### src/hw/rtl/ahsh_pkg.sv
`timescale 1ns / 1ps
// Shared types, register indexes and constants of the altitude/heading/speed hold unit.
package ahsh_pkg;

  localparam int SETPOINT_FRAC_BITS_DEF = 16;

  localparam int CFG_IDX_W  = 3;
  localparam int CFG_DATA_W = 25;

  localparam logic [CFG_IDX_W-1:0] REG_ALT_START  = 3'd0;
  localparam logic [CFG_IDX_W-1:0] REG_HDG_START  = 3'd1;
  localparam logic [CFG_IDX_W-1:0] REG_SPD_START  = 3'd2;
  localparam logic [CFG_IDX_W-1:0] REG_CLIMB_RATE = 3'd3;
  localparam logic [CFG_IDX_W-1:0] REG_TURN_RATE  = 3'd4;
  localparam logic [CFG_IDX_W-1:0] REG_ACCEL_RATE = 3'd5;
  localparam logic [CFG_IDX_W-1:0] REG_MODE_BITS  = 3'd6;

  localparam int MODE_DAMPING  = 0;
  localparam int MODE_AUTO_THR = 2;

  typedef struct packed {
    logic [23:0] altitude_start;
    logic [15:0] heading_start;
    logic [23:0] speed_start;
    logic [24:0] climb_rate;
    logic [17:0] turn_rate;
    logic [24:0] accel_rate;
    logic [2:0]  mode_bits;
  } cfg_t;

  localparam cfg_t CFG_RESET = '{
    altitude_start: 24'd16000,
    heading_start:  16'd16384,
    speed_start:    24'd3200,
    climb_rate:     25'd0,
    turn_rate:      18'd0,
    accel_rate:     25'd0,
    mode_bits:      3'd7
  };

  // altitude and speed range, 1/16 units
  localparam logic [23:0] SP_RANGE_MAX = 24'd16000000;

  // throttle: full at no overspeed, zero at 80/16 m/s (5 m/s) overspeed
  localparam logic [15:0] THR_FULL     = 16'hFFFF;
  localparam int          THR_SPAN     = 80;
  localparam logic [19:0] THR_RECIP    = 20'd838861;   // ceil(2^22 / 5)
  localparam int          THR_RECIP_SH = 22;

  // pitch: altitude error clamped to 500 m, full scale 10 degrees
  localparam int          PITCH_CLAMP    = 8000;
  localparam int          PITCH_HALF_DEN = 1125;
  localparam logic [20:0] PITCH_RECIP    = 21'd1908875; // ceil(2^31 / 1125)
  localparam int          PITCH_RECIP_SH = 31;

  // bank: +-45 degrees
  localparam int BANK_LIMIT = 8192;

endpackage

### src/hw/rtl/ahsh_setpoint.sv
`timescale 1ns / 1ps
// Input register, rate-times-step products and setpoint integration.
module ahsh_setpoint #(
  parameter int FRAC_BITS = ahsh_pkg::SETPOINT_FRAC_BITS_DEF
) (
  input  logic                     clk,
  input  logic                     rst_n,
  input  ahsh_pkg::cfg_t           cfg,
  input  logic                     in_valid,
  output logic                     in_stall,
  input  logic [15:0]              in_time_step,
  input  logic [23:0]              in_airspeed,
  input  logic [23:0]              in_altitude_now,
  input  logic [15:0]              in_heading_now,
  input  logic                     in_restart,
  output logic                     sp_valid,
  input  logic                     sp_ready,
  output logic [23:0]              sp_airspeed,
  output logic [23:0]              sp_altitude_now,
  output logic [15:0]              sp_heading_now,
  output logic [24+FRAC_BITS-1:0]  sp_alt,
  output logic [24+FRAC_BITS-1:0]  sp_spd,
  output logic [16+FRAC_BITS-1:0]  sp_hdg
);
  import ahsh_pkg::*;

  localparam int SPW  = 24 + FRAC_BITS;
  localparam int HW   = 16 + FRAC_BITS;
  localparam int LIFT = (FRAC_BITS >= 16) ? FRAC_BITS - 16 : 0;
  localparam int DROP = (FRAC_BITS < 16) ? 16 - FRAC_BITS : 0;
  localparam int AW   = 42 + LIFT;  // altitude/speed step
  localparam int TW   = 35 + LIFT;  // heading step
  localparam int SUMW = ((SPW + 1 > AW) ? SPW + 1 : AW) + 1;
  localparam logic [SPW-1:0] SP_MAX = SPW'(SP_RANGE_MAX) << FRAC_BITS;

  function automatic logic [SPW-1:0] sat_sp(input logic signed [SUMW-1:0] v);
    logic [SPW-1:0] res;
    if (v[SUMW-1]) begin
      res = '0;
    end else if (v[SUMW-2:0] > (SUMW-1)'(SP_MAX)) begin
      res = SP_MAX;
    end else begin
      res = v[SPW-1:0];
    end
    return res;
  endfunction

  // pipeline control
  logic v1_r, v2_r, v3_r;
  logic ready1, ready2, ready3;
  logic ld1, ld2, ld3;

  assign ready3   = !v3_r || sp_ready;
  assign ready2   = !v2_r || ready3;
  assign ready1   = !v1_r || ready2;
  assign in_stall = !ready1;
  assign ld1      = in_valid && ready1;
  assign ld2      = v1_r && ready2;
  assign ld3      = v2_r && ready3;

  // stage 1: input register
  logic [15:0] dt1_r;
  logic [23:0] air1_r, alt1_r;
  logic [15:0] hdg1_r;
  logic        rst1_r;

  // stage 2: scaled setpoint steps
  logic signed [41:0]   alt_prod, spd_prod;
  logic signed [34:0]   hdg_prod;
  logic signed [16:0]   dt_s;
  logic signed [AW-1:0] alt_wide, spd_wide;
  logic signed [TW-1:0] hdg_wide;
  logic signed [AW-1:0] alt_step_nxt, spd_step_nxt;
  logic signed [TW-1:0] hdg_step_nxt;

  logic signed [AW-1:0] alt_step2_r, spd_step2_r;
  logic signed [TW-1:0] hdg_step2_r;
  logic [23:0]          air2_r, alt2_r;
  logic [15:0]          hdg2_r;
  logic                 rst2_r;

  assign dt_s     = $signed({1'b0, dt1_r});
  assign alt_prod = 42'($signed(cfg.climb_rate)) * 42'(dt_s);
  assign spd_prod = 42'($signed(cfg.accel_rate)) * 42'(dt_s);
  assign hdg_prod = 35'($signed(cfg.turn_rate)) * 35'(dt_s);
  assign alt_wide = AW'(alt_prod);
  assign spd_wide = AW'(spd_prod);
  assign hdg_wide = TW'(hdg_prod);
  // product has 16 fraction bits; move to FRAC_BITS, floor on drop
  assign alt_step_nxt = (alt_wide <<< LIFT) >>> DROP;
  assign spd_step_nxt = (spd_wide <<< LIFT) >>> DROP;
  assign hdg_step_nxt = (hdg_wide <<< LIFT) >>> DROP;

  // stage 3: setpoint state
  logic [SPW-1:0]         alt_sp_r, spd_sp_r;
  logic [HW-1:0]          hdg_sp_r;
  logic [SPW-1:0]         alt_base, spd_base;
  logic [HW-1:0]          hdg_base;
  logic signed [SUMW-1:0] alt_sum, spd_sum;
  logic [SPW-1:0]         alt_sp_nxt, spd_sp_nxt;
  logic [HW-1:0]          hdg_sp_nxt;
  logic [23:0]            air3_r, alt3_r;
  logic [15:0]            hdg3_r;

  assign alt_base = rst2_r ? (SPW'(cfg.altitude_start) << FRAC_BITS) : alt_sp_r;
  assign spd_base = rst2_r ? (SPW'(cfg.speed_start) << FRAC_BITS) : spd_sp_r;
  assign hdg_base = rst2_r ? (HW'(cfg.heading_start) << FRAC_BITS) : hdg_sp_r;

  assign alt_sum    = SUMW'($signed({1'b0, alt_base})) + SUMW'(alt_step2_r);
  assign spd_sum    = SUMW'($signed({1'b0, spd_base})) + SUMW'(spd_step2_r);
  assign alt_sp_nxt = sat_sp(alt_sum);
  assign spd_sp_nxt = sat_sp(spd_sum);
  // heading wraps modulo one turn
  assign hdg_sp_nxt = hdg_base + hdg_step2_r[HW-1:0];

  always_ff @(posedge clk) begin
    if (!rst_n) begin
      v1_r     <= 1'b0;
      v2_r     <= 1'b0;
      v3_r     <= 1'b0;
      alt_sp_r <= SPW'(CFG_RESET.altitude_start) << FRAC_BITS;
      spd_sp_r <= SPW'(CFG_RESET.speed_start) << FRAC_BITS;
      hdg_sp_r <= HW'(CFG_RESET.heading_start) << FRAC_BITS;
    end else begin
      if (ready1) begin
        v1_r <= in_valid;
      end
      if (ready2) begin
        v2_r <= v1_r;
      end
      if (ready3) begin
        v3_r <= v2_r;
      end
      if (ld3) begin
        alt_sp_r <= alt_sp_nxt;
        spd_sp_r <= spd_sp_nxt;
        hdg_sp_r <= hdg_sp_nxt;
      end
    end
  end

  always_ff @(posedge clk) begin
    if (ld1) begin
      dt1_r  <= in_time_step;
      air1_r <= in_airspeed;
      alt1_r <= in_altitude_now;
      hdg1_r <= in_heading_now;
      rst1_r <= in_restart;
    end
    if (ld2) begin
      alt_step2_r <= alt_step_nxt;
      spd_step2_r <= spd_step_nxt;
      hdg_step2_r <= hdg_step_nxt;
      air2_r      <= air1_r;
      alt2_r      <= alt1_r;
      hdg2_r      <= hdg1_r;
      rst2_r      <= rst1_r;
    end
    if (ld3) begin
      air3_r <= air2_r;
      alt3_r <= alt2_r;
      hdg3_r <= hdg2_r;
    end
  end

  // setpoint state stays put until the next item enters stage 3
  assign sp_valid        = v3_r;
  assign sp_airspeed     = air3_r;
  assign sp_altitude_now = alt3_r;
  assign sp_heading_now  = hdg3_r;
  assign sp_alt          = alt_sp_r;
  assign sp_spd          = spd_sp_r;
  assign sp_hdg          = hdg_sp_r;

endmodule

### config.mk
export PLATFORM = sky130hd
export DESIGN_NAME = ahsh_setpoint
export DESIGN_NICKNAME = d
export VERILOG_FILES = /design/src/hw/rtl/ahsh_pkg.sv /design/src/hw/rtl/ahsh_setpoint.sv
export SDC_FILE = /design/constraint.sdc
export NUM_CORES = 2
export LEC_CHECK = 0
export BUFFER_PORTS_ARGS = -buffer_cell sky130_fd_sc_hd__buf_2
export CORE_UTILIZATION = 55
export CTS_CLUSTER_SIZE = 16
export DETAILED_ROUTE_END_ITERATION = 10
export PLACE_DENSITY = 0.74
export SLEW_MARGIN = 20
export SYNTH_ARGS = -nofsm -noshare
export SYNTH_HDL_FRONTEND = slang
export SYNTH_SLANG_ARGS = --single-unit
### constraint.sdc
create_clock -name clk -period 50.7 [get_ports clk]
set_input_delay 7.605 -clock clk [delete_from_list [all_inputs] [get_ports clk]]
set_output_delay 7.605 -clock clk [all_outputs]
set_load 0.05 [all_outputs]
# ---- Yosys cells after proc, flatten, opt, wreduce, memory -nomap -nowiden
# Cells that the tools add are included.
dict set report classes {
  addsub 3
  mul 3
  order_cmp 2
  muxes 7
  n_reduce_logical 10
}
# operator n
set ops {}
lappend ops {{40-bit two-way mux} 6}
lappend ops {{41-bit by 42-bit adder with 43-bit output} 2}
lappend ops {{42-bit by 40-bit greater-than comparator with 1-bit output, second input constant} 2}
lappend ops {{25-bit by 17-bit multiplier with 42-bit output} 2}
lappend ops {{32-bit adder} 1}
lappend ops {{18-bit by 17-bit multiplier with 32-bit output} 1}
lappend ops {{32-bit two-way mux} 1}
lappend ops {{1-bit zero test} 4}
lappend ops {{1-bit logical AND} 3}
lappend ops {{1-bit logical OR} 3}
dict set report totals {
  register_bits 441
  input_bits 220
  output_inout_bits 178
  elab_cells 46
}

# ---- Depth between registers and ports, before layout
dict set report logic_depth {
  depth_word 5
  depth_mapped 28
  depth_no_buf 26
}

# ---- Worst setup path before layout
# Ideal clock, no wire load.
dict set report synth_timing {
  kind {input to register}
  startpoint {in sp_ready}
  endpoint {reg air2_r[0] (enable)}
  setup_ns 0.999
  arrival_ns 20.726
  required_ns 49.701
  path_slack_ns 28.974
  path_stages 2
  n_path_buf 0
  path_cell_list {nor2b_1 a21boi_0}
}
dict set report synth_via {
  elab_chain_cells 3
}
# element line_no
set synth_lines {}
lappend synth_lines {{start, declared} ahsh_setpoint.sv:17} ;# input logic sp_ready,
lappend synth_lines {{1-bit logical OR} ahsh_setpoint.sv:53} ;# assign ready3 = !v3_r || sp_ready;
lappend synth_lines {{1-bit logical OR} ahsh_setpoint.sv:54} ;# assign ready2 = !v2_r || ready3;
lappend synth_lines {{1-bit logical AND} ahsh_setpoint.sv:58} ;# assign ld2 = v1_r && ready2;
lappend synth_lines {{named net ld2} ahsh_setpoint.sv:51} ;# logic ld1, ld2, ld3;
lappend synth_lines {{end signal, assigned} ahsh_setpoint.sv:154} ;# air2_r <= air1_r;
lappend synth_lines {{end, declared} ahsh_setpoint.sv:78} ;# logic [23:0] air2_r, alt2_r;
# The timed path passes the listed nets, and every way through them passes these cells.
# A chain may end at the register's enable or synchronous reset.

# ---- Final worst setup path
dict set report layout_timing {
  startpoint {in sp_ready}
  endpoint {out in_stall}
}
dict set report layout_via {
  elab_chain_cells 4
}
# element line_no
set layout_lines {}
lappend layout_lines {{1-bit logical OR} ahsh_setpoint.sv:53}
lappend layout_lines {{1-bit logical OR} ahsh_setpoint.sv:54}
lappend layout_lines {{1-bit logical OR} ahsh_setpoint.sv:55} ;# assign ready1 = !v1_r || ready2;
lappend layout_lines {{1-bit zero test} ahsh_setpoint.sv:56} ;# assign in_stall = !ready1;
lappend layout_lines {{end, declared} ahsh_setpoint.sv:10} ;# output logic in_stall,
# No other way between the ends.

==> flow_summary.html <==
<table>
<tr><th>Metric</th><th>Value</th></tr>
<tr><th colspan="2">Outcome</th></tr>
<tr><td>Run status</td><td>completed</td></tr>
<tr><th colspan="2">Logic synthesis</th></tr>
<tr><td>Number of flops mapped to enable cells by yosys</td><td>326</td></tr>
<tr><td>Post-synthesis share of cell area spent on xor and xnor gates</td><td>0.0309</td></tr>
<tr><td>Adder-cell share of the synthesized area</td><td>0.434</td></tr>
<tr><td>Area fraction in compound gates after synthesis</td><td>0.0866</td></tr>
<tr><td>Number of distinct library cell variants in the gate-level netlist after synthesis</td><td>85</td></tr>
<tr><td>Area leader, netlist</td><td>fa_1</td></tr>
<tr><td>Cells after Synth</td><td>6,226</td></tr>
<tr><td>Cell types with the largest area share after synthesis</td><td>fa_1, edfxtp_1, inv_1</td></tr>
<tr><td>Yosys warning total</td><td>0</td></tr>
<tr><td>Multiplexer share of the synthesized area</td><td>0.0128</td></tr>
<tr><td>Synth Area per Inst</td><td>9.69 µm²</td></tr>
<tr><td>Net count of the mapped netlist</td><td>7,903</td></tr>
<tr><td>Predominant post-synthesis flop cell</td><td>edfxtp_1</td></tr>
<tr><td>Sequential cell area fraction in the yosys report</td><td>0.200</td></tr>
<tr><td>Netlist area before placement</td><td>60,300 µm²</td></tr>
<tr><td>Main combinational cell family by area after synthesis</td><td>adder cells</td></tr>
<tr><td>Share of the synthesized area in the top cell type</td><td>0.351</td></tr>
<tr><td>Post-synthesis share of cell area spent on and, or, nand and nor gates</td><td>0.136</td></tr>
<tr><td>Seq cells post-synth</td><td>441</td></tr>
<tr><td>Proportion of synthesized flip-flops having asynchronous set or reset</td><td>0</td></tr>
<tr><th colspan="2">Global routing</th></tr>
<tr><td>Final global-route overflow total</td><td>0</td></tr>
<tr><td>Largest net degree at the start of global routing</td><td>75</td></tr>
<tr><td>Global-route wire length before repair</td><td>242 mm</td></tr>
<tr><td>Total routing usage reported by global routing</td><td>0.275</td></tr>
<tr><td>Via count of the first global-routing pass</td><td>45,700</td></tr>
<tr><td>Initial antenna violation count</td><td>12</td></tr>
<tr><th colspan="2">Detailed routing</th></tr>
<tr><td>Number of nets still failing antenna checks after routing</td><td>0</td></tr>
<tr><td>Number of DRC markers in iteration 0</td><td>2,834</td></tr>
<tr><td>Post-detailed-routing wire length</td><td>148 mm</td></tr>
<tr><td>Vias per cell</td><td>5.52</td></tr>
<tr><td>Final routed wire length divided by cell count</td><td>18.6 µm</td></tr>
<tr><td>Vias after detailed routing</td><td>43,700</td></tr>
<tr><td>DRC violations left</td><td>0</td></tr>
<tr><td>First drt pass iteration count</td><td>5</td></tr>
<tr><th colspan="2">Timing</th></tr>
<tr><td>Period utilisation layout</td><td>0.321</td></tr>
<tr><td>Skew final</td><td>0.0558 ns</td></tr>
<tr><td>Worst slew margin relative to its limit</td><td>0.293</td></tr>
<tr><td>Min Tclk post-route</td><td>16.29 ns</td></tr>
<tr><td>Final setup TNS</td><td>0 ns</td></tr>
<tr><td>Final Slew Violations</td><td>0</td></tr>
<tr><td>Number of setup violations in the final report</td><td>0</td></tr>
<tr><td>Fmax achieved</td><td>61.4 MHz</td></tr>
<tr><td>Fin worst setup slack</td><td>34.41 ns</td></tr>
<tr><td>Slew at the pin with the worst max-slew slack</td><td>1.06 ns</td></tr>
<tr><td>Hold violation count in the final report</td><td>0</td></tr>
<tr><td>RSZ-0062 raised after global routing</td><td>false</td></tr>
<tr><th colspan="2">Finish</th></tr>
<tr><td>Nets@finish</td><td>8,131</td></tr>
<tr><td>Share of layout cells above drive strength 1</td><td>0.0939</td></tr>
<tr><td>Area delta synth-&gt;final</td><td>7.93%</td></tr>
<tr><th colspan="2">Critical path</th></tr>
<tr><td>Type of destination of the critical path</td><td>primary output</td></tr>
<tr><td>Critical-path top delay cell</td><td>nor2b_1</td></tr>
<tr><td>Critical path cell sequence</td><td>buf_2, nor2b_1, and3_1, buf_2</td></tr>
<tr><td>Critical path fanouts, max</td><td>5</td></tr>
<tr><td>Data arrival time of the critical path</td><td>8.69 ns</td></tr>
<tr><td>Crit path required time</td><td>43.10 ns</td></tr>
<tr><td>Startpoint type of the worst setup path</td><td>input port</td></tr>
<tr><td>Worst path most repeated cell</td><td>buf_2</td></tr>
<tr><td>Classification of the worst setup path</td><td>input port to primary output</td></tr>
<tr><td>Largest stage delay, worst path</td><td>0.38 ns</td></tr>
<tr><th colspan="2">Clocking</th></tr>
<tr><td>CTS Root Buffer Type</td><td>clkbuf_16</td></tr>
<tr><td>Worst-case clock buffer depth</td><td>3</td></tr>
<tr><td>Number of CTS-inserted buffers</td><td>49</td></tr>
<tr><td>Clock slew seen by the registers of the worst setup and hold paths</td><td>0.06 ns</td></tr>
<tr><td>Number of H-tree levels</td><td>2</td></tr>
<tr><td>Count of cells resized by post-cts repair</td><td>0</td></tr>
<tr><td>Buffers inserted by post-CTS timing repair</td><td>0</td></tr>
<tr><td>Hold-fix buffer count after cts</td><td>0</td></tr>
<tr><td>CTS tree</td><td>yes</td></tr>
<tr><td>Clock Sinks</td><td>441</td></tr>
<tr><td>Worst-skew pair later-pin latency</td><td>0.68 ns</td></tr>
<tr><th colspan="2">Flow run</th></tr>
<tr><td>Number of max-capacitance violations reported</td><td>0</td></tr>
<tr><th colspan="2">Floorplan</th></tr>
<tr><td>Initial core utilization</td><td>0.554</td></tr>
<tr><td>Die height</td><td>333 µm</td></tr>
<tr><td>Total core area</td><td>109,000 µm²</td></tr>
<tr><td>Die Wd</td><td>333 µm</td></tr>
<tr><td>Die ar.</td><td>111,000 µm²</td></tr>
<tr><td>Number of rows in the core area</td><td>121</td></tr>
<tr><td>I/O pin total</td><td>398</td></tr>
<tr><th colspan="2">Placed design</th></tr>
<tr><td>Detailed placement HPWL</td><td>114 mm</td></tr>
<tr><td>Final weighted congestion in routability-driven placement</td><td>0.955</td></tr>
<tr><td>Count of buffers inserted at the top-level ports</td><td>394</td></tr>
<tr><td>Post-placement worst setup slack</td><td>34.42 ns</td></tr>
<tr><th colspan="2">Hold path</th></tr>
<tr><td>Worst min path class</td><td>flop to flop</td></tr>
</table>
-- registers in the layout (all words and copies together) (netlist names) --
| signal | cells |
|---|---|
| v1_r | 1 |
| sp_hdg | 32 |
| sp_altitude_now | 24 |
| air2_r | 24 |
| sp_valid | 1 |
| rst2_r | 1 |
| sp_airspeed | 24 |
| alt1_r | 24 |
| hdg2_r | 16 |
| spd_step2_r | 42 |
| v2_r | 1 |
| hdg1_r | 16 |
| alt_step2_r | 42 |
| sp_heading_now | 16 |
| alt2_r | 24 |
| air1_r | 24 |
| hdg_step2_r | 32 |
| dt1_r | 16 |
| rst1_r | 1 |
| sp_spd | 40 |
| sp_alt | 40 |
-- per-layer routing --
metal / vias to the layer above / wire (µm) / GRT usage
met4: 12 / 4950 / 0.0941
met5: - / 79 / 0
met2: 1451 / 68400 / 0.445
met3: 285 / 10500 / 0.0417
met1: 22100 / 63600 / 0.378
li1: 19800 / - / -
-- synthesized netlist by cell type, types with 21 or more instances --
cell type / instances
o21bai_1: 32
xnor2_1: 146
a211oi_1: 24
xor2_1: 67
nor2b_1: 72
a31oi_1: 21
and2_1: 487
nand2_1: 808
nor3_1: 33
fa_1: 1058
nor2_1: 100
nand2b_1: 28
clkbuf_1: 242
o21a_1: 39
nand4_1: 22
a21o_1: 102
mux2_2: 64
nand3_1: 45
a22o_1: 49
dfxtp_1: 115
o21ai_0: 141
a21oi_1: 198
inv_1: 1337
edfxtp_1: 326
and3_1: 25
ha_1: 399
-- logic make-up (layout without fill, tap and decap cells) --
logic type / count (synthesis) / after routing
adders and majority gates: 1457 / 1457
muxes: 69 / 69
xor gates and xnor gates: 213 / 213
and+or+nand+nor: 1679 / 1679
AOI/OAI and AO/OA: 776 / 776
DFF: 441 / 441
other: 0 / 7
buffers and inverters: 1591 / 1858
-- final timing paths --
kind	start	to	slack (ns)	depth (start not counted)
setup / recovery	sp_ready	in_stall	34.41	4
hold / removal	air2_r[16]$_DFFE_PP_	sp_airspeed[16]$_DFFE_PP_	0.39	0
setup reg to reg	dt1_r[3]$_DFFE_PP_	spd_step2_r[40]$_DFFE_PP_	42.51	25
hold reg to reg	air2_r[16]$_DFFE_PP_	sp_airspeed[16]$_DFFE_PP_	0.39	0
-- layout by cell type (no fill, tap or decap), types with 27 or more instances in the layout --
cell          n
inv_1      1337
fa_1       1058
nand2_1     808
and2_1      487
ha_1        399
buf_2       394
edfxtp_1    326
a21oi_1     198
xnor2_1     146
o21ai_0     141
dfxtp_1     115
a21o_1      102
nor2_1       99
nor2b_1      71
xor2_1       67
mux2_2       64
a22o_1       49
clkbuf_16    49
nand3_1      45
o21a_1       39
buf_4        35
nor3_1       33
o21bai_1     32
nand2b_1     27
-- area by class of cell --
type	instances	area, µm²
flip-flops and latches	441	12100
diodes	7	17.5
repair buffers	430	2250
inverters	1338	5020
clock buffers	56	1250
multi-input cells	4194	42300
fillers	9111	43700
clock inverters	34	437
well taps	1414	1770
-- per-stage QoR --
stage / std cells / instance area [µm²] / hold WS, ns / util
after floorplan: 6226 / 60300 / 0.400 / -
after global placement: 7816 / 63400 / 0.400 / 0.582
after detailed placement: 7816 / 63400 / 0.405 / 0.582
after CTS: 7906 / 65100 / 0.383 / 0.598
after global routing: 7912 / 65100 / 0.383 / 0.598
final: 7914 / 65100 / 0.393 / 0.598
-- worst max-delay path: cells and delay by family --
family                 cells  cell delay [ns]
and+or+nand+nor            2             0.69
buffers and inverters      2             0.39
Power is not shown: default switching activity piles up to over one toggle a cycle in this logic, so the estimate is an artifact.
