--- config.mk ---
export PLATFORM = sky130hd
export DESIGN_NAME = ahsh_cfg_regs
export DESIGN_NICKNAME = d
export VERILOG_FILES = /design/src/hw/rtl/ahsh_pkg.sv /design/src/hw/rtl/ahsh_cfg_regs.sv
export SDC_FILE = /design/constraint.sdc
export NUM_CORES = 1
export LEC_CHECK = 0
export ABC_AREA = 1
export BUFFER_PORTS_ARGS = -buffer_cell sky130_fd_sc_hd__buf_2
export CORE_UTILIZATION = 46
export CTS_CLUSTER_SIZE = 30
export DETAILED_ROUTE_END_ITERATION = 10
export MAX_ROUTING_LAYER = met4
export PLACE_DENSITY = 0.81
export SLEW_MARGIN = 10
export SYNTH_ARGS = -nofsm -noshare
export SYNTH_HDL_FRONTEND = slang
export SYNTH_SLANG_ARGS = --single-unit
--- constraint.sdc ---
create_clock -name clk -period 0.9 [get_ports clk]
set_input_delay 0.045 -clock clk [delete_from_list [all_inputs] [get_ports clk]]
set_output_delay 0.045 -clock clk [all_outputs]
set_load 0.05 [all_outputs]
--- src/hw/rtl/ahsh_pkg.sv ---
`timescale 1ns / 1ps
// Shared types, register indexes and constants of the altitude/heading/speed hold unit.
package ahsh_pkg;

  localparam int SETPOINT_FRAC_BITS_DEF = 16;

  localparam int CFG_IDX_W  = 3;
  localparam int CFG_DATA_W = 25;

  localparam logic [CFG_IDX_W-1:0] REG_ALT_START  = 3'd0;
  localparam logic [CFG_IDX_W-1:0] REG_HDG_START  = 3'd1;
  localparam logic [CFG_IDX_W-1:0] REG_SPD_START  = 3'd2;
  localparam logic [CFG_IDX_W-1:0] REG_CLIMB_RATE = 3'd3;
  localparam logic [CFG_IDX_W-1:0] REG_TURN_RATE  = 3'd4;
  localparam logic [CFG_IDX_W-1:0] REG_ACCEL_RATE = 3'd5;
  localparam logic [CFG_IDX_W-1:0] REG_MODE_BITS  = 3'd6;

  localparam int MODE_DAMPING  = 0;
  localparam int MODE_AUTO_THR = 2;

  typedef struct packed {
    logic [23:0] altitude_start;
    logic [15:0] heading_start;
    logic [23:0] speed_start;
    logic [24:0] climb_rate;
    logic [17:0] turn_rate;
    logic [24:0] accel_rate;
    logic [2:0]  mode_bits;
  } cfg_t;

  localparam cfg_t CFG_RESET = '{
    altitude_start: 24'd16000,
    heading_start:  16'd16384,
    speed_start:    24'd3200,
    climb_rate:     25'd0,
    turn_rate:      18'd0,
    accel_rate:     25'd0,
    mode_bits:      3'd7
  };

  // altitude and speed range, 1/16 units
  localparam logic [23:0] SP_RANGE_MAX = 24'd16000000;

  // throttle: full at no overspeed, zero at 80/16 m/s (5 m/s) overspeed
  localparam logic [15:0] THR_FULL     = 16'hFFFF;
  localparam int          THR_SPAN     = 80;
  localparam logic [19:0] THR_RECIP    = 20'd838861;   // ceil(2^22 / 5)
  localparam int          THR_RECIP_SH = 22;

  // pitch: altitude error clamped to 500 m, full scale 10 degrees
  localparam int          PITCH_CLAMP    = 8000;
  localparam int          PITCH_HALF_DEN = 1125;
  localparam logic [20:0] PITCH_RECIP    = 21'd1908875; // ceil(2^31 / 1125)
  localparam int          PITCH_RECIP_SH = 31;

  // bank: +-45 degrees
  localparam int BANK_LIMIT = 8192;

endpackage

--- src/hw/rtl/ahsh_cfg_regs.sv ---
`timescale 1ns / 1ps
// Configuration register file of the altitude/heading/speed hold unit.
module ahsh_cfg_regs (
  input  logic                           clk,
  input  logic                           rst_n,
  input  logic                           cfg_wr_en,
  input  logic [ahsh_pkg::CFG_IDX_W-1:0] cfg_index,
  input  logic [ahsh_pkg::CFG_DATA_W-1:0] cfg_wdata,
  output ahsh_pkg::cfg_t                 cfg
);
  import ahsh_pkg::*;

  cfg_t cfg_r;
  cfg_t cfg_nxt;

  always_comb begin
    cfg_nxt = cfg_r;
    if (cfg_wr_en) begin
      unique case (cfg_index)
        REG_ALT_START:  cfg_nxt.altitude_start = cfg_wdata[23:0];
        REG_HDG_START:  cfg_nxt.heading_start  = cfg_wdata[15:0];
        REG_SPD_START:  cfg_nxt.speed_start    = cfg_wdata[23:0];
        REG_CLIMB_RATE: cfg_nxt.climb_rate     = cfg_wdata[24:0];
        REG_TURN_RATE:  cfg_nxt.turn_rate      = cfg_wdata[17:0];
        REG_ACCEL_RATE: cfg_nxt.accel_rate     = cfg_wdata[24:0];
        REG_MODE_BITS:  cfg_nxt.mode_bits      = cfg_wdata[2:0];
        default: ;
      endcase
    end
  end

  always_ff @(posedge clk) begin
    if (!rst_n) begin
      cfg_r <= CFG_RESET;
    end else begin
      cfg_r <= cfg_nxt;
    end
  end

  assign cfg = cfg_r;

endmodule

---- Word level (Yosys, flattened, before mapping) ----
Index checks and enable logic that the tools add are counted.
W data, S select, Z words.
storage, ports and cells
  register bits after elaboration ......... 135
  bits of input ports ..................... 31
  output and inout port bits .............. 135
  logic and storage cells ................. 21
operators by class
  equal/unequal tests ..................... 6
  reductions and logical operators ........ 8
operators with widths
  operator              count
  $reduce_and A2 Y1     7
  $eq A3 B3 Y1 const B  3
  $eq A3 B2 Y1 const B  2
  $eq A3 B1 Y1 const B  1
  $logic_not A3 Y1      1

---- Longest topological paths before layout ----
Gate-level depths: netlist (run 1).
  depth after elaboration ................. 2
  depth in mapped cells ................... 6
  gate-level depth less buffers ........... 5

---- Worst setup path after synthesis (run 1) ----
No wires, ideal clock.
  kind .................................... in2reg
  start ................................... in rst_n
  end ..................................... reg cfg_r (netlist bit cfg[0])
  library setup time ...................... 0.130 ns
  data arrival time ....................... 0.732 ns
  required time ........................... 0.770 ns
  path slack .............................. 0.038 ns
  cell stages on the path ................. 4
  path buffers ............................ 3
  cell sequence ........................... buf_2 -> buf_2 -> clkbuf_1 -> nand3_1
RTL lines
  item                    RTL line             text
  start: declaration      ahsh_cfg_regs.sv:5   input logic rst_n,
  end signal: assignment  ahsh_cfg_regs.sv:36  cfg_r <= cfg_nxt;
  end: declaration        ahsh_cfg_regs.sv:13  cfg_t cfg_r;
No word-level cell between the ends.

---- Worst setup path after layout (run 1) ----
  start ................................... reg cfg_r (netlist bit cfg[29])
  end ..................................... out cfg[29] in the netlist's numbering
RTL lines
  item              RTL line            text
  end: declaration  ahsh_cfg_regs.sv:9  output ahsh_pkg::cfg_t cfg
No word-level cell between the ends.

==> key figures, run 1 <==
Status
  • Status: finished with violations
  • Failing checks: setup timing

Route
  • 1st-iter DRT viols: 547
  • Antenna viol nets, final: 0
  • Vias: 5,943
  • Total Wirelength: 20,300 µm
  • First-pass iteration count of the detailed router: 7
  • Routed vias/inst: 5.37
  • Drc violations: 0
  • WL/cell: 18.3 µm

Cells and area
  • Ant. Diodes: 0
  • Layout area overhead: 65.5%
  • Share of layout cells above drive strength 1: 0.413
  • Fin nets: 985
  • Max reg flops: 135
  • Post-layout util: 0.779
  • Non-Filler Instances: 1,107

Timing
  • Pins Over Slew Limit: 0
  • Slew @ Worst Pin: 0.409 ns
  • Worst hold margin: 0.0713 ns
  • RSZ-0062 raised after global routing: yes
  • Worst setup margin: -0.104 ns
  • Clock Skew: 0 ns
  • Final hold violation count: 0
  • Achievable frequency: 0.996 GHz
  • Worst rel slew slack: 0.727
  • Crit share post-route: 1.12
  • Min Tclk post-route: 1.00 ns
  • Setup violators final: 140

Floorplan
  • Height of the die: 110 µm
  • Ports: 166
  • # rows: 39
  • Starting density of the core: 0.470
  • CORE AREA: 0.0114 mm²
  • DIE AREA: 0.0121 mm²
  • Die X: 110 µm

Global routing
  • Vias in the first global route: 5,269
  • Initial antenna violation count: 0
  • Global route overflow: 0
  • GRT Util Overall: 0.322
  • First-pass GRT wire length: 27,800 µm
  • Largest net degree at the start of global routing: 56

Worst setup path
  • Arr. time, crit path: 0.96 ns
  • Crit path launch type: register
  • Critical path's slowest cell: dfxtp_2
  • Crit-path max cell delay: 0.37 ns
  • Critical path type: reg -> out
  • WP buf/inv: 1
  • Crit-path max FO: 2
  • Crit-path cells: buf_8
  • CP delay by family, top: flip-flops
  • Crit end category: output port
  • CP required: 0.85 ns

Synth
  • Gate count of the mapped netlist: 762
  • Yosys cell types: 15
  • Synth top area share: 0.503
  • Yosys warns: 0
  • Top-count cell post-synth: nor2_1
  • Synth area leader: dfxtp_1
  • Largest cells by area after synthesis: dfxtp_1 (50%), nor2_1 (17%), nand3_1 (13%)
  • Yosys reg bits: 135
  • Share of the yosys chip area belonging to registers: 0.503
  • Top FF cell, synth: dfxtp_1
  • Ys async rst share: 0
  • EDFF count, synth: 0
  • Post-synthesis cell area: 0.00537 mm²
  • Syn nets: 793
  • Synth cell count leaders: nor2_1 (245), nand2_1 (156), dfxtp_1 (135), nand3_1 (135)
  • Post-synthesis average cell area: 7.05 µm²

Place
  • IO buf count: 165
  • Gpl congestion: 0.801
  • Total placed cells including tap cells: 1,055
  • Hpwl dp: 10,900 µm

Clock network
  • Total CTS buffers: 17
  • Clock insertion delay at the later pin of the skew report: 0.42 ns
  • Clock-pin slew on the worst setup and hold paths: 0.05 ns
  • CTS root buffer: clkbuf_16
  • CTS tree: done
  • Bufs on Longest Clock Path: 2
  • CTS H-tree lvls: 4
  • Num Clock Sinks: 135

Power and ir drop
  • Total power: 0.0155 W
  • PD cells: 1750 mW/mm²
  • VDD IR-drop max: 1430 µV
  • Leak: 3.97 nW

Min path
  • Hold crit path type: in -> reg

Flow run
  • Max Cap Violations: 0
==> area by class of cell <==
class                      count  area (µm²)
fill                         738        2530
sequential                   135        2870
multi-input combinational    548        2340
tap                          143         179
clock inverter                 4        20.0
inverter                      31         131
timing repair buffer         221        2850
clock buffer                  25         505
==> power breakdown <==
| group | internal (W) | switching [W] |
|---|---|---|
| registers | 0.00623 | 0.000205 |
| logic | 0.00107 | 0.00173 |
| clock network | 0.00382 | 0.00249 |
| total | 0.0111 | 0.00442 |
==> metal layers <==
layer	routed length, µm	track usage	share of wire
met5	0	-	0
met4	786	0.174	0.039
met3	1690	0.0694	0.083
met2	10300	0.517	0.51
met1	7520	0.375	0.37
==> worst min-delay path: cells and delay by family <==
| kind | cells | cell delay [ns] |
|---|---|---|
| buffers and inverters | 2 | 0.19 |
| and+or+nand+nor | 3 | 0.23 |
==> worst paths after layout <==
kind,cells after the start,slack [ns],endpoint,startpoint
hold / removal,5,0.07,cfg[90]$_SDFFE_PN0P_,cfg_wdata[19]
hold reg to reg,2,0.48,cfg[2]$_SDFFE_PN1P_,cfg[2]$_SDFFE_PN1P_
setup / recovery,1,-0.10,cfg[29],cfg[29]$_SDFFE_PN0P_
setup reg to reg,3,0.11,cfg[72]$_SDFFE_PN0P_,cfg[72]$_SDFFE_PN0P_
==> logic make-up (layout without fill, tap and decap cells) <==
group,after synthesis,in the layout,synth area share
buffers and inverters,79,281,0.0713
DFF,135,135,0.503
and+or+nand+nor,548,548,0.426
==> timing repair <==
action                                 CTS  global route
resized for setup                      471            78
setup endpoints to repair              135           229
pin swaps                                0             3
endpoints found under the hold margin   18             0
setup buffers                            1             8
cloned                                   0             2
hold buffers                            12             0
==> cells in the final DEF (no fill, tap or decap), drive strengths merged <==
| master | synthesis | final |
|---|---|---|
| buf | 45 | 207 |
| nor2 | 255 | 255 |
| inv | 30 | 26 |
| nand2 | 158 | 158 |
| dlygate4sd3 | 0 | 12 |
| clkbuf | 3 | 27 |
| clkinv | 1 | 5 |
| clkinvlp | 0 | 4 |
| dfxtp | 135 | 135 |
| nand3 | 135 | 135 |
==> per-stage QoR <==
stage                     TNS (ns)  area, µm²  setup WS (ns)
after floorplan                  0       5370         0.0376
after global placement       -8.03       6550         -0.135
after detailed placement    -11.24       6550         -0.187
after CTS                    -8.55       8470        -0.0885
after global routing        -10.93       8890         -0.123
final                        -8.08       8890         -0.104
(Power assumes the default switching activity.)
==> run 2, diff against run 1 <==
Settings changed: MAX_ROUTING_LAYER met4 to not set.
==> run 2 against run 1 <==
  * The flow still finishes with violations (setup timing)
  * Wire length down 0.61%
  * Critical path depth unchanged
  * Sequential power barely moved
  * Combinational power is essentially flat
  * Global-route usage down 0.89 points
  * Clock power about the same
  * Cell area is the same
  * Power is essentially flat
  * First-iteration DRC count grew 6.0%
  * Non-clock buffer count did not move
  * Worst setup slack improved by 0.0060 ns
  * Critical path type unchanged
  * Largest cell class unchanged
==> key figures, run 2 (synthesis gave the netlist of run 1 again) <==
Worst setup path
  • Crit-path cells: buf_8
  • FF-to-FF End: cfg[72]$_SDFFE_PN0P_
  • RR Startpoint: cfg[72]$_SDFFE_PN0P_
  • Crit-path max cell delay: 0.37 ns (about the same)
  • Crit end category: output port
  • CP Capture Point: cfg[29]
  • R2r worst-path depth: 3 (unchanged)
  • Critical path type: reg -> out
  • Arr. time, crit path: 0.95 ns (about the same)
  • Crit-path max FO: 2 (unchanged)
  • Worst Setup SP: cfg[29]$_SDFFE_PN0P_
  • R2R setup slack: 0.09 ns (-0.02 ns)
  • Critical path's slowest cell: dfxtp_2
  • Stages on worst setup path: 1 (unchanged)
  • CP delay by family, top: flip-flops
  • WP buf/inv: 1 (unchanged)
  • Crit path launch type: register
  • CP required: 0.85 ns (about the same)

Power and ir drop
  • PD cells: 1750 mW/mm² (about the same)
  • Gate power share: 0.180 (about the same)
  • VDD IR-drop max: 1430 µV (about the same)
  • Sw Ratio: 0.285 (+0.000485)
  • Clk pwr share: 0.406 (about the same)
  • Internal power consumption: 0.0111 W (about the same)
  • Sequential share of power: 0.414 (about the same)
  • NetSw: 0.00443 W (+0.24%)
  • Leak: 3.97 nW (unchanged)

Min path
  • Hold crit path type: in -> reg

Route
  • 1st-iter DRT viols: 580 (+6.0%)
  • Total Wirelength: 20,200 µm (-0.61%)
  • Vias: 5,920 (-0.39%)
  • Antenna viol nets, final: 0 (unchanged)
  • Routed vias/inst: 5.35 (-0.39%)
  • First-pass iteration count of the detailed router: 5 (-2)
  • Drc violations: 0 (unchanged)
  • WL/cell: 18.2 µm (-0.61%)

Floorplan
  • DIE AREA: 0.0121 mm² (unchanged)
  • # rows: 39 (unchanged)
  • Ports: 166 (unchanged)
  • Die X: 110 µm (unchanged)
  • CORE AREA: 0.0114 mm² (unchanged)
  • Height of the die: 110 µm (unchanged)
  • Starting density of the core: 0.470 (unchanged)

Timing
  • Final hold violation count: 0 (unchanged)
  • Crit share post-route: 1.11 (-0.00672)
  • Pins Over Slew Limit: 0 (unchanged)
  • RSZ-0062 raised after global routing: yes
  • Slew @ Worst Pin: 0.403 ns (-0.00581 ns)
  • Worst rel slew slack: 0.730 (+0.00388)
  • Min Tclk post-route: 0.998 ns (-0.00605 ns)
  • Achievable frequency: 1.00 GHz (+0.61%)
  • Worst hold margin: 0.0679 ns (-0.00345 ns)
  • Clock Skew: 0 ns (unchanged)
  • Worst setup margin: -0.0976 ns (+0.00605 ns)
  • Setup violators final: 138 (-1.4%)

Clock network
  • Total CTS buffers: 17 (unchanged)
  • Bufs on Longest Clock Path: 2 (unchanged)
  • CTS H-tree lvls: 4 (unchanged)
  • CTS tree: done
  • CTS root buffer: clkbuf_16
  • Clock insertion delay at the later pin of the skew report: 0.42 ns (about the same)
  • Num Clock Sinks: 135 (unchanged)
  • Clock-pin slew on the worst setup and hold paths: 0.05 ns (about the same)

Status
  • Status: finished with violations
  • Failing checks: setup timing

Place
  • IO buf count: 165 (unchanged)
  • Hpwl dp: 10,900 µm (unchanged)
  • DP Worst Slack: -0.187 ns (unchanged)
  • Gpl congestion: 0.790 (-1.4%)
  • Placed instance area: 0.00655 mm² (unchanged)

Cells and area
  • Max reg flops: 135 (unchanged)
  • Area occupied by multi-input gates: 0.00234 mm² (unchanged)
  • Final instance area: 0.00889 mm² (unchanged)
  • Commonest non-fill, non-tap cell in the layout: nor2_1
  • Share of layout cells above drive strength 1: 0.413 (unchanged)
  • Fin nets: 985 (unchanged)
  • Fillers: 731 (-0.95%)
  • Most frequent cells in the layout: nor2_1 (245), nand2_1 (156), dfxtp_2 (134)
  • Layout area overhead: 65.5% (unchanged)
  • Ant. Diodes: 0 (unchanged)
  • Storage cell area: 0.00287 mm² (unchanged)

Global routing
  • Largest net degree at the start of global routing: 56 (unchanged)
  • GRT Util Overall: 0.313 (-0.00895)
  • First-pass GRT wire length: 27,800 µm (+0.25%)
  • Initial antenna violation count: 0 (unchanged)
  • Vias in the first global route: 5,276 (+0.13%)
  • Global route overflow: 0 (unchanged)

Flow run
  • Max Cap Violations: 0 (unchanged)
-- run 2: through the flow --
stage               power (W)  TNS [ns]  cells  utilization
finish                 0.0156     -8.05   1107        0.779
global route           0.0160    -10.84   1107        0.779
CTS                    0.0153     -8.55   1097        0.742
detailed placement    0.00860    -11.24   1055        0.574
global placement      0.00858     -8.03   1055        0.574
floorplan             0.00794         0    762            -
-- run 2: power groups by stage --
stage	logic (W)	clock network, W	registers, W
after floorplan	0.000790	0	0.00715
after global placement	0.00216	0	0.00643
after detailed placement	0.00218	0	0.00643
after CTS	0.00255	0.00629	0.00641
after global routing	0.00295	0.00659	0.00645
final	0.00279	0.00632	0.00644
-- run 2: per-layer routing --
metal	global-route usage	wire length (µm)	share of wire	vias to the layer above
met2	0.520	10100	0.50	344
met5	0	0	0	-
met1	0.368	7460	0.37	2744
met4	0.174	894	0.044	0
met3	0.0782	1690	0.084	80
li1	-	-	-	2752
-- run 2: final cells by class --
class | instances | share of cell area
clock buffers | 25 | 0.0569
flip-flops and latches | 135 | 0.323
repair buffers | 221 | 0.320
multi-input cells | 548 | 0.263
clock inverters | 4 | 0.00225
inverters | 31 | 0.0148
well taps | 143 | 0.0201
-- run 2: how the worst min path moves through the flow --
stage                   from                    end  slack, ns  cells past startpoint
4_1_cts        cfg_wdata[19]   cfg[65]$_SDFFE_PN0P_       0.05                      5
5_1_grt        cfg_wdata[19]   cfg[90]$_SDFFE_PN0P_       0.08                      5
3_5_place_dp   cfg_wdata[13]  cfg[124]$_SDFFE_PN1P_       0.27                      3
6_report       cfg_wdata[19]   cfg[90]$_SDFFE_PN0P_       0.07                      5
2_1_floorplan  cfg_wdata[14]  cfg[109]$_SDFFE_PN1P_       0.16                      2
3_3_place_gp   cfg_wdata[14]  cfg[109]$_SDFFE_PN1P_       0.26                      3
-- run 2: what timing repair did --
action	4_1_cts	5_1_grt
hold buffers	12	0
gates cloned	0	2
endpoints found under the setup margin	135	231
hold endpoints to repair	18	0
resized for setup	471	78
buffers inserted	1	8
pin swaps	0	3
==> run 3, diff against run 2 <==
Settings changed: ABC_AREA 1 to not set, CORE_UTILIZATION 46 to 45, PLACE_DENSITY 0.81 to 0.8.
==> run 3 against run 2 <==
  * The run still ends with setup timing left
  * Maximum frequency down 7.0%
  * Largest cell class is now buffers
  * Register-to-register slack got worse by 0.05 ns
  * Sequential share of layout area down 0.14 points
  * Area after synthesis fell by 6.8%
  * First-iteration DRC count decreased by 57%
  * Cell area increased by 0.53%
  * Worst hold slack lost 0.021 ns
  * Global-route usage shrank 2.4 points
  * Synthesized cell count is 36% lower
  * Wire length down 14%
  * Via count is 22% lower
  * Critical path depth unchanged
==> key figures, run 3 <==
Global routing
  • Global route overflow: 0 (unchanged)
  • Largest net degree at the start of global routing: 50 (-11%)
  • First-pass GRT wire length: 24,900 µm (-10%)
  • Initial antenna violation count: 0 (unchanged)
  • Vias in the first global route: 4,668 (-12%)
  • GRT Util Overall: 0.289 (-0.0241)

Clock network
  • Total CTS buffers: 17 (unchanged)
  • Bufs on Longest Clock Path: 2 (unchanged)
  • Clock insertion delay at the later pin of the skew report: 0.51 ns (+0.09 ns)
  • Clock-pin slew on the worst setup and hold paths: 0.06 ns (about the same)
  • CTS root buffer: clkbuf_8
  • CTS H-tree lvls: 4 (unchanged)
  • CTS tree: done
  • Num Clock Sinks: 135 (unchanged)

Cells and area
  • Fin nets: 771 (-22%)
  • Share of layout cells above drive strength 1: 0.549 (+0.136)
  • Ant. Diodes: 0 (unchanged)
  • Most frequent cells in the layout: nand2_1 (147), mux2i_1 (135), dfxtp_2 (133)
  • Layout area overhead: 78.6%
  • Commonest non-fill, non-tap cell in the layout: nand2_1
  • Max reg flops: 135 (unchanged)

Floorplan
  • Ports: 166 (unchanged)
  • Die X: 107 µm (-2.4%)
  • CORE AREA: 0.0108 mm² (-5.1%)
  • DIE AREA: 0.0115 mm² (-4.7%)
  • Height of the die: 107 µm (-2.4%)
  • Starting density of the core: 0.462 (-0.00885)
  • # rows: 38 (-2.6%)

Timing
  • Pins Over Slew Limit: 0 (unchanged)
  • Final hold violation count: 0 (unchanged)
  • Achievable frequency: 0.932 GHz (-7.0%)
  • Setup violators final: 135 (-2.2%)
  • Worst setup margin: -0.173 ns (-0.0752 ns)
  • RSZ-0062 raised after global routing: yes
  • Crit share post-route: 1.19 (+0.0836)
  • Slew @ Worst Pin: 0.387 ns (-0.0165 ns)
  • Worst rel slew slack: 0.742 (+0.0113)
  • Clock Skew: 0 ns (unchanged)
  • Min Tclk post-route: 1.07 ns (+0.0752 ns)

Synth
  • Top FF cell, synth: dfxtp_1
  • Largest cells by area after synthesis: dfxtp_1 (54%), mux2i_1 (27%), nand2_1 (11%)
  • Top-count cell post-synth: nand2_1
  • Synth area leader: dfxtp_1
  • Gate count of the mapped netlist: 484 (-36%)
  • Post-synthesis cell area: 0.00500 mm² (-6.8%)
  • EDFF count, synth: 0 (unchanged)
  • Ys async rst share: 0 (unchanged)
  • Yosys cell types: 14 (-1)
  • Share of the yosys chip area belonging to registers: 0.540 (+0.0370)
  • Syn nets: 515 (-35%)
  • Yosys warns: 0 (unchanged)
  • Post-synthesis average cell area: 10.3 µm² (+47%)
  • Synth cell count leaders: nand2_1 (147), dfxtp_1 (135), mux2i_1 (135)
  • Yosys reg bits: 135 (unchanged)
  • Synth top area share: 0.540 (+0.0370)

Worst setup path
  • Crit-path max FO: 2 (unchanged)
  • CP required: 0.85 ns (about the same)
  • RR Startpoint: cfg[6]$_SDFFE_PN0P_
  • CP Capture Point: cfg[132]
  • FF-to-FF End: cfg[6]$_SDFFE_PN0P_
  • CP delay by family, top: flip-flops
  • Critical path type: reg -> out
  • Crit-path max cell delay: 0.37 ns (about the same)
  • Crit end category: output port
  • R2R setup slack: 0.04 ns (-0.05 ns)
  • R2r worst-path depth: 4 (+1)
  • Crit path launch type: register
  • Worst Setup SP: cfg[132]$_SDFFE_PN0P_
  • Arr. time, crit path: 1.03 ns (+0.08 ns)
  • Crit-path cells: buf_8
  • Stages on worst setup path: 1 (unchanged)
  • Critical path's slowest cell: dfxtp_2
  • WP buf/inv: 1 (unchanged)

Min path
  • Hold crit path type: in -> reg

Route
  • Drc violations: 0 (unchanged)
  • First-pass iteration count of the detailed router: 5 (unchanged)
  • Vias: 4,623 (-22%)
  • WL/cell: 19.5 µm (+7.3%)
  • Total Wirelength: 17,400 µm (-14%)
  • Antenna viol nets, final: 0 (unchanged)
  • 1st-iter DRT viols: 248 (-57%)
  • Routed vias/inst: 5.20 (-2.8%)

Power and ir drop
  • PD cells: 1600 mW/mm² (-8.8%)
  • Total power: 0.0143 W (-8.3%)
  • Leak: 4.20 nW (+5.9%)
  • VDD IR-drop max: 1410 µV (-0.91%)

Place
  • IO buf count: 165 (unchanged)
  • Gpl congestion: 0.814 (+3.0%)
  • DP Worst Slack: -0.332 ns (-0.144 ns)
  • Hpwl dp: 9170 µm (-16%)

Status
  • Failing checks: setup timing
  • Status: finished with violations

Flow run
  • Max Cap Violations: 0 (unchanged)
-- run 3: cell count changes after synthesis, moves of 9 or more --
cell	previous run	this run
nor2_1	245	0
buf_2	27	13
nor2b_1	0	23
nand3_1	135	0
inv_1	27	0
mux2i_1	0	135
clkbuf_1	3	19
nand2_1	156	147
-- run 3: kinds of logic (layout without fill, tap and decap cells) --
| kind of cell | Yosys count | after routing | share of synthesized area |
|---|---|---|---|
| flip-flops | 135 | 135 | 0.540 |
| AND/OR/NAND/NOR | 178 | 178 | 0.156 |
| multiplexers | 135 | 135 | 0.270 |
| buffers and inverters | 36 | 301 | 0.0340 |
-- run 3: worst min-delay path by stage --
stage,from,to,slack [ns],cells past startpoint
detailed placement,cfg_wdata[24],cfg[70]$_SDFFE_PN0P_,0.33,3
finish,cfg_index[0],cfg[75]$_SDFFE_PN0P_,0.05,4
floorplan,cfg_wdata[24],cfg[27]$_SDFFE_PN0P_,0.21,2
global placement,cfg_wdata[24],cfg[70]$_SDFFE_PN0P_,0.32,3
CTS,cfg_index[0],cfg[85]$_SDFFE_PN0P_,0.02,4
global route,cfg_index[0],cfg[91]$_SDFFE_PN0P_,0.04,4
-- run 3: area by class of cell --
| type | count | area [µm²] |
|---|---|---|
| Timing Repair Buffer | 273 | 3200 |
| Fill cell | 549 | 1900 |
| Sequential cell | 135 | 2880 |
| Clock buffer | 23 | 467 |
| Clock inverter | 5 | 50.0 |
| Tap cell | 140 | 175 |
| Multi-Input combinational cell | 313 | 2170 |
-- run 3: worst min-delay path, cell delays in order --
cell	delay, ns
buf_2	0.12
nor4bb_4	0.07
buf_12	0.16
mux2i_1	0.12
-- run 3: per-stage QoR --
stage          setup TNS (ns)  hold WS (ns)  area (µm²)  instances   util
2_1_floorplan           -1.68         0.206        5050        484      -
3_3_place_gp           -23.00         0.318        6260        783  0.578
3_5_place_dp           -25.33         0.327        6260        783  0.578
4_1_cts                -21.87        0.0229        8480        852  0.782
5_1_grt                -25.23        0.0405        8940        889  0.825
6_report               -19.89        0.0465        8940        889  0.825
-- run 3: layer usage --
layer  share of wire  routed length [µm]  global-route usage  vias up
li1                -                   -                   -     2108
met4           0.029                 503               0.125        0
met5               0                   0                   0        -
met2            0.53                9270               0.523      207
met3           0.067                1160              0.0829       49
met1            0.37                6430               0.311     2259
-- run 3: report_power, final --
group	leakage (nW)	switching (W)	total, W	internal [W]
logic	2.80	0.00103	0.00185	0.000818
registers	1.15	0.000132	0.00627	0.00614
clock network	0.259	0.00234	0.00614	0.00380
-- run 3: repair_timing --
action	in CTS	in global routing
resized for setup	488	50
buffers inserted	15	38
hold buffers	26	0
pin swaps	0	0
setup endpoints to repair	135	136
endpoints found under the hold margin	121	0
